File: src/las_pkg.sv
// ----------------------------------------------------------------------------
// las_pkg
// Shared types, constants and the B3/S23 cell rule for the life step core.
// ----------------------------------------------------------------------------
package las_pkg;

	localparam int MAX_ROWS_DEF = 32;
	localparam int MAX_COLS_DEF = 128;

	// wide enough for any row/column index, step count or area register
	localparam int LIM_W = 11;

	localparam logic [7:0] COLS_RESET = 8'd80;
	localparam logic [5:0] ROWS_RESET = 6'd25;

	localparam logic CFG_COLS = 1'b0;
	localparam logic CFG_ROWS = 1'b1;

	localparam logic [3:0] SURVIVE_CNT = 4'd2;
	localparam logic [3:0] BIRTH_CNT   = 4'd3;

	typedef enum logic [1:0] {
		FUNC_WRITE   = 2'd0,
		FUNC_ADVANCE = 2'd1,
		FUNC_READ    = 2'd2
	} func_t;

	typedef enum logic [2:0] {
		ST_CLEAR,
		ST_IDLE,
		ST_CELL,
		ST_ADV,
		ST_RESULT
	} state_t;

	function automatic logic next_cell(input logic alive, input logic [3:0] n);
		logic res;
		if (alive) begin
			res = (n == SURVIVE_CNT) || (n == BIRTH_CNT);
		end else begin
			res = (n == BIRTH_CNT);
		end
		return res;
	endfunction

endpackage

File: src/las_row_eval.sv
// ----------------------------------------------------------------------------
// las_row_eval
// Next generation of one row from the rows above, at and below it.
// ----------------------------------------------------------------------------
module las_row_eval #(
	parameter int MAX_COLS = las_pkg::MAX_COLS_DEF
) (
	input  logic [MAX_COLS-1:0] up_row,
	input  logic [MAX_COLS-1:0] mid_row,
	input  logic [MAX_COLS-1:0] dn_row,
	input  logic [MAX_COLS-1:0] col_mask,
	input  logic                row_ok,
	output logic [MAX_COLS-1:0] new_row
);

	localparam int PW = MAX_COLS + 2;

	logic [PW-1:0] up_p;
	logic [PW-1:0] mid_p;
	logic [PW-1:0] dn_p;

	// zero column on both edges: no wrap-around
	assign up_p  = {1'b0, up_row, 1'b0};
	assign mid_p = {1'b0, mid_row, 1'b0};
	assign dn_p  = {1'b0, dn_row, 1'b0};

	always_comb begin
		logic [3:0] cnt;
		cnt = '0;
		for (int c = 0; c < MAX_COLS; c++) begin
			cnt = 4'(up_p[c]) + 4'(up_p[c+1]) + 4'(up_p[c+2])
				+ 4'(mid_p[c]) + 4'(mid_p[c+2])
				+ 4'(dn_p[c]) + 4'(dn_p[c+1]) + 4'(dn_p[c+2]);
			new_row[c] = row_ok & col_mask[c] & las_pkg::next_cell(mid_row[c], cnt);
		end
	end

endmodule

File: config.mk
export PLATFORM = sky130hd
export DESIGN_NAME = las_row_eval
export DESIGN_NICKNAME = d
export VERILOG_FILES = /design/src/las_pkg.sv /design/src/las_row_eval.sv
export SDC_FILE = /design/constraint.sdc
export NUM_CORES = 1
export LEC_CHECK = 0
export ABC_AREA = 1
export BUFFER_PORTS_ARGS = -buffer_cell sky130_fd_sc_hd__buf_4
export CAP_MARGIN = 20
export CORE_AREA = 5 5 249 251
export DETAILED_ROUTE_END_ITERATION = 12
export DIE_AREA = 0 0 254 256
export PLACE_DENSITY = 0.76
export SLEW_MARGIN = 20
export SYNTH_ARGS = -nofsm -noshare
export SYNTH_HDL_FRONTEND = slang
export SYNTH_SLANG_ARGS = --single-unit
export TNS_END_PERCENT = 50
File: constraint.sdc
create_clock -name vclk -period 7.8
set_clock_uncertainty 0.05 [all_clocks]
set_input_delay 1.56 -clock vclk [all_inputs]
set_output_delay 1.56 -clock vclk [all_outputs]
set_load 0.005 [all_outputs]
# Yosys cells after proc, flatten, opt, wreduce, memory -nomap -nowiden
# Cells that the tools add are included.
word_totals:
  regBits: 0
  in_bits: 513
  output_inout_bits: 128
  wordCells: 1657
classes:
  add_sub_neg: 889
  n_eq_ne: 256
  muxes: 128
  n_bitwise: 256
  n_reduce_logical: 128
ops:
  columns: ["op", "count"]
  rows:
  - ["$add A4 B1 Y4", 508]
  - ["$eq A4 B2 Y1 const B", 256]
  - ["$add A3 B1 Y4", 127]
  - ["$add A2 B1 Y3", 127]
  - ["$and A1 B1 Y1", 256]
  - ["$add A1 B1 Y2", 127]
  - ["$logic_or A1 B1 Y1", 128]
  - ["$mux W1", 128]

# Longest topological paths before layout
# Gate-level depths: netlist of the first run.
depth:
  ltp_word: 11
  mapped_depth: 11
  ltp_nobuf: 11

# Least setup slack after synthesis of the first run
# No wires, ideal clock.
synth_path:
  path_kind: "input to output"
  from: "input port up_row[64]"
  to: "output port new_row[65]"
  arrival_time_ps: 4064
  required_time_ps: 6190
  setup_slack_ps: 2126
  path_stages: 11
  n_path_buf: 0
  path_cell_list: "inv_1 fa_1 fa_1 fa_1 inv_1 ha_1 fa_1 nand2_1 nor2_1 nand3_1 nor2_1"
synth_between:
  elab_chain_len: 11
  elab_cells_between_ends: 12
  cone_classes: "7 x add/sub; 2 x eq/ne; 1 x mux; 1 x bitwise; 1 x reduce/logical"
synth_lines:
  columns: ["element", "line_no", "rtl"]
  rows:
  - ["from (decl)", "las_row_eval.sv:8", "input logic [MAX_COLS-1:0] up_row,"]
  - ["$add A1 B1 Y2 (*)", "las_row_eval.sv:31", "cnt = 4'(up_p[c]) + 4'(up_p[c+1]) + 4'(up_p[c+2])"]
  - ["$add A2 B1 Y3 (*)", "las_row_eval.sv:31", null]
  - ["$add A3 B1 Y4 (*)", "las_row_eval.sv:32", "+ 4'(mid_p[c]) + 4'(mid_p[c+2])"]
  - ["$add A4 B1 Y4 (*)", "las_row_eval.sv:32", null]
  - ["$add A4 B1 Y4 (*) (3 in a row)", "las_row_eval.sv:33", "+ 4'(dn_p[c]) + 4'(dn_p[c+1]) + 4'(dn_p[c+2]);"]
  - ["$eq A4 B2 Y1, on equally long branches", "las_pkg.sv:39, las_pkg.sv:41", null]
  - ["$logic_or A1 B1 Y1", "las_pkg.sv:39", "res = (n == SURVIVE_CNT) || (n == BIRTH_CNT);"]
  - ["$mux W1 (*)", "las_pkg.sv:38", "if (alive) begin"]
  - ["$and A1 B1 Y1 (*)", "las_row_eval.sv:34", "new_row[c] = row_ok & col_mask[c] & las_pkg::next_cell(mid_row[c], cnt);"]
  - ["to (decl)", "las_row_eval.sv:13", "output logic [MAX_COLS-1:0] new_row"]
# Every way passes the cells marked *; elsewhere a longest branch is shown, timed or not.

# Final worst setup path of the first run
layout_path:
  from: "input port mid_row[8]"
  to: "output port new_row[9]"
layout_between:
  elab_chain_len: 9
  elab_cells_between_ends: 10
  cone_classes: "5 x add/sub; 2 x eq/ne; 1 x mux; 1 x bitwise; 1 x reduce/logical"
layout_lines:
  columns: ["element", "line_no", "rtl"]
  rows:
  - ["from (decl)", "las_row_eval.sv:9", "input logic [MAX_COLS-1:0] mid_row,"]
  - ["$add A3 B1 Y4 (*)", "las_row_eval.sv:32", null]
  - ["$add A4 B1 Y4 (*)", "las_row_eval.sv:32", null]
  - ["$add A4 B1 Y4 (*) (3 in a row)", "las_row_eval.sv:33", null]
  - ["$eq A4 B2 Y1, on equally long branches", "las_pkg.sv:39, las_pkg.sv:41", null]
  - ["$logic_or A1 B1 Y1", "las_pkg.sv:39", null]
  - ["$mux W1 (*)", "las_pkg.sv:38", null]
  - ["$and A1 B1 Y1 (*)", "las_row_eval.sv:34", null]
# Marked as above.

==> metrics.csv, run 1 <==
stage,metric,value,unit
sta,setup_viol,0,
critical_path,path_delay_family,adder cells,
critical_path,max_stage_delay,0.51,ns
cells_and_area,nets,5467,
clock_network,cts_hold_buf,0,
placed_design,port_buffers,641,
sta,worstMarginPinSlew,0.8138,ns
cells_and_area,nFlopsAndLatches,0,
critical_path,cp_slowest_cell,fa_1,
pwr,internal_power,1.512,mW
cells_and_area,fin_cells,4849,
yosys,post_synth.cell_area_avg,7.251,um^2
yosys,yosys.area.top_type_share,40.83,%
drt,drc,0,
sta,setup_ws,1.370,ns
drt,vias,21490,
pwr,p_sw_share,55.58,%
cells_and_area,fill_cells,5753,
sta,slew-limit-headroom,45.74,%
grt,antenna_found_initial,10,
drt,ant_nets,0,
cells_and_area,seqCellArea,0,um^2
grt,grt_first_pass_wirelength,112900,um
die,die_h,256,um
yosys,yosys-top-cells-count,"inv_1, fa_1, nand2_1",
drt,via_per_inst,4.431,
pwr,p_leak,18.99,nW
die,dieArea,65020,um^2
yosys,yosysWarnings,0,
yosys,yosysSeqAreaShare,0,%
run_status,status,"finished, final reports clean",
pwr,irDropWorstVdd,0.07027,mV
sta,grt_setup_unrepaired,no,
min_path,holdPathStages,4,
die,io_pins,641,
drt,first_pass_iters,5,
critical_path,cp_data_arrival_time,4.82,ns
grt,grt_pass1_vias,22750,
die,die_w,254,um
yosys,synth.most_common_cell,inv_1,
grt,grt_remaining_overflow,0,
drt,routed_wl,70720,um
die,core_area,59680,um^2
yosys,syn_area,24910,um^2
placed_design,dpl_worst_slack,1.393,ns
critical_path,cp.required,6.19,ns
critical_path,cpMostUsedCell,fa_1,
sta,final-hold-violation-count,0,
drt,drtIter0Drc,772,
cells_and_area,multi_input_area,19520,um^2
cells_and_area,syn_to_final_growth,22.77,%
clock_network,cts_setup_buffers,0,
sta,max_clock_freq,155.5,MHz
pwr,power_frac_comb,100.0,%
critical_path,start_kind,input pin,
sta,timing.final.crit_share,82.43,%
placed_design,place_inst,4846,
min_path,hp-class,in -> out,
pwr,p_switching,1.892,mW
cells_and_area,layout-drive-gt1-share,15.82,%
critical_path,path_cells,buf_4 -> inv_1 -> fa_1 -> fa_1 -> fa_1 -> inv_1 -> ha_1 -> fa_1 -> inv_1 -> nor2_1 -> nand3_1 -> nor2_1 -> buf_4,
min_path,hold_end,new_row[0],
min_path,min_from,col_mask[0],
clock_network,cts_resized,0,
drt,routedWlPerCell,14.59,um
sta,drv_slew,0,
pwr,p_per_area,111.3,nW/um^2
critical_path,path_buf_inv,5,
yosys,synth_top_cell_by_area,fa_1,
yosys,postSynthCellCount,3435,
placed_design,gp_congestion,0.9828,
pwr,power_frac_clock,0,%
yosys,syn-num-nets,4836,
grt,track_usage,21.40,%
critical_path,critical_path_class,in -> out,
pwr,p_seq_share,0,%
sta,tns,0,ns
yosys,synthTopCellsByArea,"fa_1, inv_1, ha_1",
yosys,yosysUniqueCellTypes,10,
flow_run,maxCapViolations,0,
cells_and_area,clkbuf_count,0,
sta,post-route-min-period,6.430,ns
grt,grt_max_degree,57,
die,fp-row-count,90,
die,start_util,41.73,%
placed_design,dp_hpwl,67330,um
critical_path,endpoint_kind,primary output,
critical_path,path_max_fanout,3,
## layer usage
layer	GRT usage (%)	share of wire (%)	vias to the layer above
li1	-	-	10810
met1	25.11	38	9959
met2	40.41	51	595
met3	4.420	8.2	105
met4	3.878	2.7	14
met5	0	0.15	-
## layout make-up
class	instances	area share, %
antenna	3	0.02455
timing repair buffer	643	15.83
multi-input combinational	2027	63.84
tap	782	3.200
inverter	1394	17.11
## worst max-delay path by stage
stage                          start          end  slack (ns)  cells past startpoint
after floorplan           up_row[64]  new_row[65]        2.13                     11
after global placement    up_row[73]  new_row[73]        1.39                     13
after detailed placement  up_row[73]  new_row[73]        1.39                     13
after CTS                 up_row[73]  new_row[73]        1.38                     13
after global routing      up_row[73]  new_row[73]        1.24                     13
final                     mid_row[8]   new_row[9]        1.37                     13
## metrics by stage
stage	power, mW	hold slack [ns]	cell area [um^2]	util (%)
CTS	3.447	3.409	30570	51.22
finish	3.404	3.418	30580	51.24
floorplan	2.429	3.178	24910	-
global placement	3.274	3.402	30570	51.22
detailed placement	3.422	3.407	30570	51.22
global route	4.047	3.430	30580	51.23
## placed cells by master (no fill, tap or decap)
cell type,Yosys,routed
a21oi_1,127,127
buf_12,0,1
buf_4,1,642
diode_2,0,3
fa_1,508,508
ha_1,380,380
inv_1,1394,1394
nand2_1,504,504
nand3_1,126,126
nand4_1,2,2
nor2_1,380,380
## power groups by stage
stage	sequential [mW]	combinational, mW	clock (mW)
2_1_floorplan	0	2.43	0
3_3_place_gp	0	3.27	0
3_5_place_dp	0	3.42	0
4_1_cts	0	3.45	0
5_1_grt	0	4.05	0.0000000344
6_report	0	3.40	0.0000000516
## logic make-up after synthesis
logic type | count (synthesis) | synth area share (%)
simple gates | 1012 | 15.90
compound gates | 127 | 2.552
buf+inv | 1408 | 21.63
fa+ha+maj | 888 | 59.92
(Power assumes the default switching activity.)
==> run 2: changes to the inputs <==
--- a/config.mk
+++ b/config.mk
@@ -11,7 +11,7 @@
 export CORE_AREA = 5 5 249 251
 export DETAILED_ROUTE_END_ITERATION = 12
 export DIE_AREA = 0 0 254 256
-export PLACE_DENSITY = 0.76
+export PLACE_DENSITY = 0.78
 export SLEW_MARGIN = 20
 export SYNTH_ARGS = -nofsm -noshare
 export SYNTH_HDL_FRONTEND = slang
==> constraint.sdc (replaced) <==
create_clock -name vclk -period 5.4
set_clock_uncertainty 0.05 [all_clocks]
set_input_delay 1.08 -clock vclk [all_inputs]
set_output_delay 1.08 -clock vclk [all_outputs]
set_load 0.005 [all_outputs]
==> run 2 against run 1 <==
Net effect: critical path depth up 1; critical endpoint is now new_row[74]; hold slack worse by 0.97 ns; largest cell class unchanged; final cell count increased by 0.52%; first-iteration DRC count decreased by 12%.
==> metrics.csv, run 2 (synthesis gave the netlist of run 1 again) <==
stage,metric,value,unit,change
run_status,status,"finished, final reports clean",,unchanged
cells_and_area,seqCellArea,0,um^2,unchanged
drt,first_pass_iters,5,,unchanged
critical_path,critical_path_class,in -> out,,unchanged
sta,grt_setup_unrepaired,no,,unchanged
cells_and_area,nFlopsAndLatches,0,,unchanged
die,fp-row-count,90,,unchanged
placed_design,place_inst,4869,,was 4846
drt,vias,21750,,was 21490
cells_and_area,nets,5490,,was 5467
drt,routedWlPerCell,14.63,um,was 14.59 um
cells_and_area,clkbuf_count,0,,unchanged
sta,post-route-min-period,5.285,ns,
grt,grt_first_pass_wirelength,115000,um,was 112900 um
drt,via_per_inst,4.461,,was 4.431
sta,final-hold-violation-count,0,,unchanged
sta,hold_ws,2.447,ns,was 3.418 ns
cells_and_area,fin_cells,4874,,was 4849
die,dieArea,65020,um^2,unchanged
sta,max_clock_freq,189.2,MHz,
critical_path,path_max_fanout,3,,unchanged
drt,ant_nets,0,,unchanged
sta,tns,0,ns,unchanged
cells_and_area,final_cell_mix,"inv_1, buf_4, fa_1, nand2_1, ha_1",,"was inv_1, buf_4, fa_1, nand2_1"
grt,track_usage,21.85,%,was 21.40%
pwr,irDropWorstVdd,0.09043,mV,was 0.07027 mV
cells_and_area,final_common_cell,inv_1,,unchanged
grt,antenna_found_initial,9,,was 10
placed_design,dp_hpwl,68360,um,was 67330 um
flow_run,maxCapViolations,0,,unchanged
die,core_area,59680,um^2,unchanged
grt,grt_pass1_vias,23550,,was 22750
min_path,hp-class,in -> out,,unchanged
die,io_pins,641,,unchanged
grt,grt_max_degree,49,,was 57
pwr,p_leak,19.10,nW,was 18.99 nW
sta,setup_viol,0,,unchanged
critical_path,start_kind,input pin,,unchanged
sta,setup_ws,0.1151,ns,was 1.370 ns
grt,grt_remaining_overflow,0,,unchanged
critical_path,endpoint_kind,primary output,,unchanged
pwr,power,4.927,mW,was 3.404 mW
placed_design,dpl_worst_slack,0.05298,ns,was 1.393 ns
sta,drv_slew,0,,unchanged
critical_path,cp_data_arrival_time,4.15,ns,was 4.82 ns
sta,slew-limit-headroom,64.60,%,was 45.74%
critical_path,cp.required,4.27,ns,was 6.19 ns
placed_design,port_buffers,641,,unchanged
sta,timing.final.crit_share,97.87,%,
drt,drtIter0Drc,679,,was 772
die,die_w,254,um,unchanged
pwr,p_per_area,160.2,nW/um^2,was 111.3 nW/um^2
die,die_h,256,um,unchanged
sta,worstMarginPinSlew,0.5310,ns,was 0.8138 ns
drt,routed_wl,71320,um,was 70720 um
placed_design,gp_congestion,0.9875,,was 0.9828
drt,drc,0,,unchanged
cells_and_area,syn_to_final_growth,23.51,%,was 22.77%
die,start_util,41.73,%,unchanged
cells_and_area,layout-drive-gt1-share,16.42,%,was 15.82%
-- run 2: changes by cell type in the layout (fill, tap and decap cells not counted) --
cell / previous run / this run
inv_1: 1394 / 1392
nor2_1: 380 / 379
fa_1: 508 / 506
nor2_2: 0 / 1
fa_2: 0 / 2
diode_2: 3 / 5
inv_2: 0 / 2
buf_4: 642 / 665
-- run 2: layout make-up --
| cell class | instances | area [um^2] |
|---|---|---|
| fill | 5723 | 28920 |
| multi-input combinational | 2027 | 19530 |
| tap | 782 | 978.4 |
| inverter | 1394 | 5233 |
| timing repair buffer | 666 | 5012 |
| antenna | 5 | 12.51 |
-- run 2: per-layer routing --
layer  vias to the layer above  wire [um]  track usage (%)
li1                      10860          -                -
met1                     10160      26590            24.86
met2                       598      36440            41.00
met3                       118       5661            4.512
met4                         8       2571            6.265
met5                         -         55                0
-- run 2: critical path, cell delays in order --
cell and delay, ns:
buf_4 0.11, inv_1 0.14, fa_2 0.51, fa_1 0.47
fa_1 0.49, inv_1 0.04, ha_1 0.19, fa_1 0.48
inv_1 0.04, nor2_1 0.09, nand3_1 0.07, nor2_1 0.15
buf_4 0.17, buf_4 0.12
-- run 2: metrics by stage --
stage | utilization, % | instance area, um^2
global placement | 51.51 | 30740
global route | 51.54 | 30760
CTS | 51.51 | 30740
detailed placement | 51.51 | 30740
finish | 51.55 | 30760
floorplan | - | 24910
-- run 2: path summary, 6_finish.rpt --
check	startpoint	to	slack [ns]	depth (start not counted)
worst max-delay path	mid_row[73]	new_row[74]	0.12	14
worst min-delay path	mid_row[0]	new_row[0]	2.45	4
-- run 2: where the power goes --
group / leakage, nW / internal [mW] / switching, mW
Clock: 0.0000317 / 0.000000124 / 0
Sequential: 0 / 0 / 0
Combinational: 19.1 / 2.20 / 2.73
Total: 19.1 / 2.20 / 2.73
-- run 2: what timing repair did --
| action | 4_1_cts | 5_1_grt |
|---|---|---|
| buffers inserted | 0 | 0 |
| resized for setup | 0 | 5 |
| endpoints found under the setup margin | 0 | 4 |
| hold buffers | 0 | 0 |
==> run 3: changes to the inputs <==
--- a/config.mk
+++ b/config.mk
@@ -8,11 +8,12 @@
 export ABC_AREA = 1
 export BUFFER_PORTS_ARGS = -buffer_cell sky130_fd_sc_hd__buf_4
 export CAP_MARGIN = 20
-export CORE_AREA = 5 5 249 251
+export CORE_AREA = 3 3 247 249
 export DETAILED_ROUTE_END_ITERATION = 12
-export DIE_AREA = 0 0 254 256
+export DIE_AREA = 0 0 250 252
+export MAX_ROUTING_LAYER = met4
 export PLACE_DENSITY = 0.78
-export SLEW_MARGIN = 20
+export SLEW_MARGIN = 15
 export SYNTH_ARGS = -nofsm -noshare
 export SYNTH_HDL_FRONTEND = slang
 export SYNTH_SLANG_ARGS = --single-unit
==> run 3 against run 2 <==
Net effect: fmax is 0.12% higher; critical endpoint is now new_row[9]; hold slack got worse by 0.0035 ns; non-clock buffer count fell by 5; clock-buffer cell count stayed put.
==> metrics.csv, run 3 (synthesis gave the netlist of run 1 again) <==
stage,metric,value,unit,change
sta,max_clock_freq,189.4,MHz,was 189.2 MHz
sta,drv_slew,0,,unchanged
drt,vias,21700,,was 21750
die,die_w,250,um,was 254 um
pwr,p_per_area,160.4,nW/um^2,was 160.2 nW/um^2
drt,drc,0,,unchanged
grt,antenna_found_initial,14,,was 9
cells_and_area,nFlopsAndLatches,0,,unchanged
placed_design,place_inst,4855,,was 4869
grt,track_usage,23.07,%,was 21.85%
sta,timing.final.crit_share,97.76,%,was 97.87%
drt,via_per_inst,4.456,,was 4.461
die,fp-row-count,89,,was 90
drt,ant_nets,0,,unchanged
flow_run,maxCapViolations,0,,unchanged
min_path,hp-class,in -> out,,unchanged
sta,setup_viol,0,,unchanged
die,core_area,58910,um^2,was 59680 um^2
critical_path,critical_path_class,in -> out,,unchanged
sta,slew-limit-headroom,64.03,%,was 64.60%
sta,final-hold-violation-count,0,,unchanged
drt,drtIter0Drc,664,,was 679
critical_path,cp_data_arrival_time,4.15,ns,about the same
die,dieArea,63000,um^2,was 65020 um^2
cells_and_area,fin_cells,4869,,was 4874
placed_design,gp_congestion,0.9794,,was 0.9875
critical_path,cp.required,4.27,ns,about the same
critical_path,start_kind,input pin,,unchanged
sta,worstMarginPinSlew,0.5389,ns,was 0.5310 ns
sta,hold_ws,2.444,ns,was 2.447 ns
die,start_util,42.28,%,was 41.73%
critical_path,endpoint_kind,primary output,,unchanged
grt,grt_first_pass_wirelength,112900,um,was 115000 um
pwr,irDropWorstVdd,0.09102,mV,was 0.09043 mV
run_status,status,"finished, final reports clean",,unchanged
cells_and_area,seqCellArea,0,um^2,unchanged
drt,first_pass_iters,5,,unchanged
placed_design,dp_hpwl,67220,um,was 68360 um
grt,grt_max_degree,62,,was 49
cells_and_area,syn_to_final_growth,23.45,%,was 23.51%
sta,post-route-min-period,5.279,ns,was 5.285 ns
clock_network,cts_hold_buf,0,,unchanged
die,io_pins,641,,unchanged
die,die_h,252,um,was 256 um
sta,grt_setup_unrepaired,yes,,was no
pwr,p_leak,19.08,nW,was 19.10 nW
cells_and_area,final_common_cell,inv_1,,unchanged
cells_and_area,layout-drive-gt1-share,16.24,%,was 16.42%
clock_network,cts_setup_buffers,0,,unchanged
cells_and_area,clkbuf_count,0,,unchanged
drt,routed_wl,70570,um,was 71320 um
cells_and_area,nets,5485,,was 5490
critical_path,path_max_fanout,2,,was 3
clock_network,cts_resized,0,,unchanged
cells_and_area,final_cell_mix,"inv_1, buf_4, fa_1, nand2_1",,"was inv_1, buf_4, fa_1, nand2_1, ha_1"
grt,grt_remaining_overflow,0,,unchanged
placed_design,port_buffers,641,,unchanged
grt,grt_pass1_vias,23150,,was 23550
drt,routedWlPerCell,14.49,um,was 14.63 um
==> run 3: changes by cell type in the layout (fill, tap and decap cells not counted), sizes merged <==
cell | before | now
buf | 666 | 661
diode | 5 | 14
==> run 3: report_power, final <==
| group | internal (mW) | switching [mW] |
|---|---|---|
| combinational | 2.20 | 2.74 |
| sequential | 0 | 0 |
| clock | 0.000000349 | 0 |
==> run 3: worst paths after layout <==
kind	end	slack [ns]	from	depth (start not counted)
max	new_row[9]	0.12	up_row[8]	15
min	new_row[0]	2.44	mid_row[0]	4
==> run 3: area by class of cell <==
| cell class | instances | area [um^2] |
|---|---|---|
| fill | 5611 | 28160 |
| timing repair buffer | 661 | 4987 |
| antenna | 14 | 35.03 |
| inverter | 1394 | 5233 |
| tap | 773 | 967.2 |
| multi-input combinational | 2027 | 19530 |
==> run 3: per-layer routing <==
layer	part of all wire [%]	vias to the layer above	track usage, %
li1	-	10860	-
met1	37	10070	24.76
met2	50	617	40.76
met3	8.2	144	5.680
met4	5.0	0	9.626
met5	0	-	-
==> run 3: through the flow <==
step                worst slack [ns]  setup TNS [ns]  power (mW)  utilization, %  instance area, um^2
finish                        0.1211               0       4.933           52.20                30750
global route               -0.003380       -0.003380       5.876           52.20                30750
CTS                          0.08347               0       4.999           52.13                30710
detailed placement           0.09539               0       4.967           52.13                30710
global placement              0.1068               0       4.727           52.13                30710
floorplan                     0.6861               0       3.509               -                24910
==> run 3: critical path: stages <==
cell and delay (ns):
buf_4 0.08, inv_1 0.06, buf_4 0.16, fa_1 0.55, fa_1 0.43, fa_1 0.49, inv_1 0.04, ha_1 0.20
fa_1 0.48, inv_1 0.04, nor2_1 0.09, nand3_1 0.07, nor2_1 0.11, buf_4 0.15, buf_4 0.11
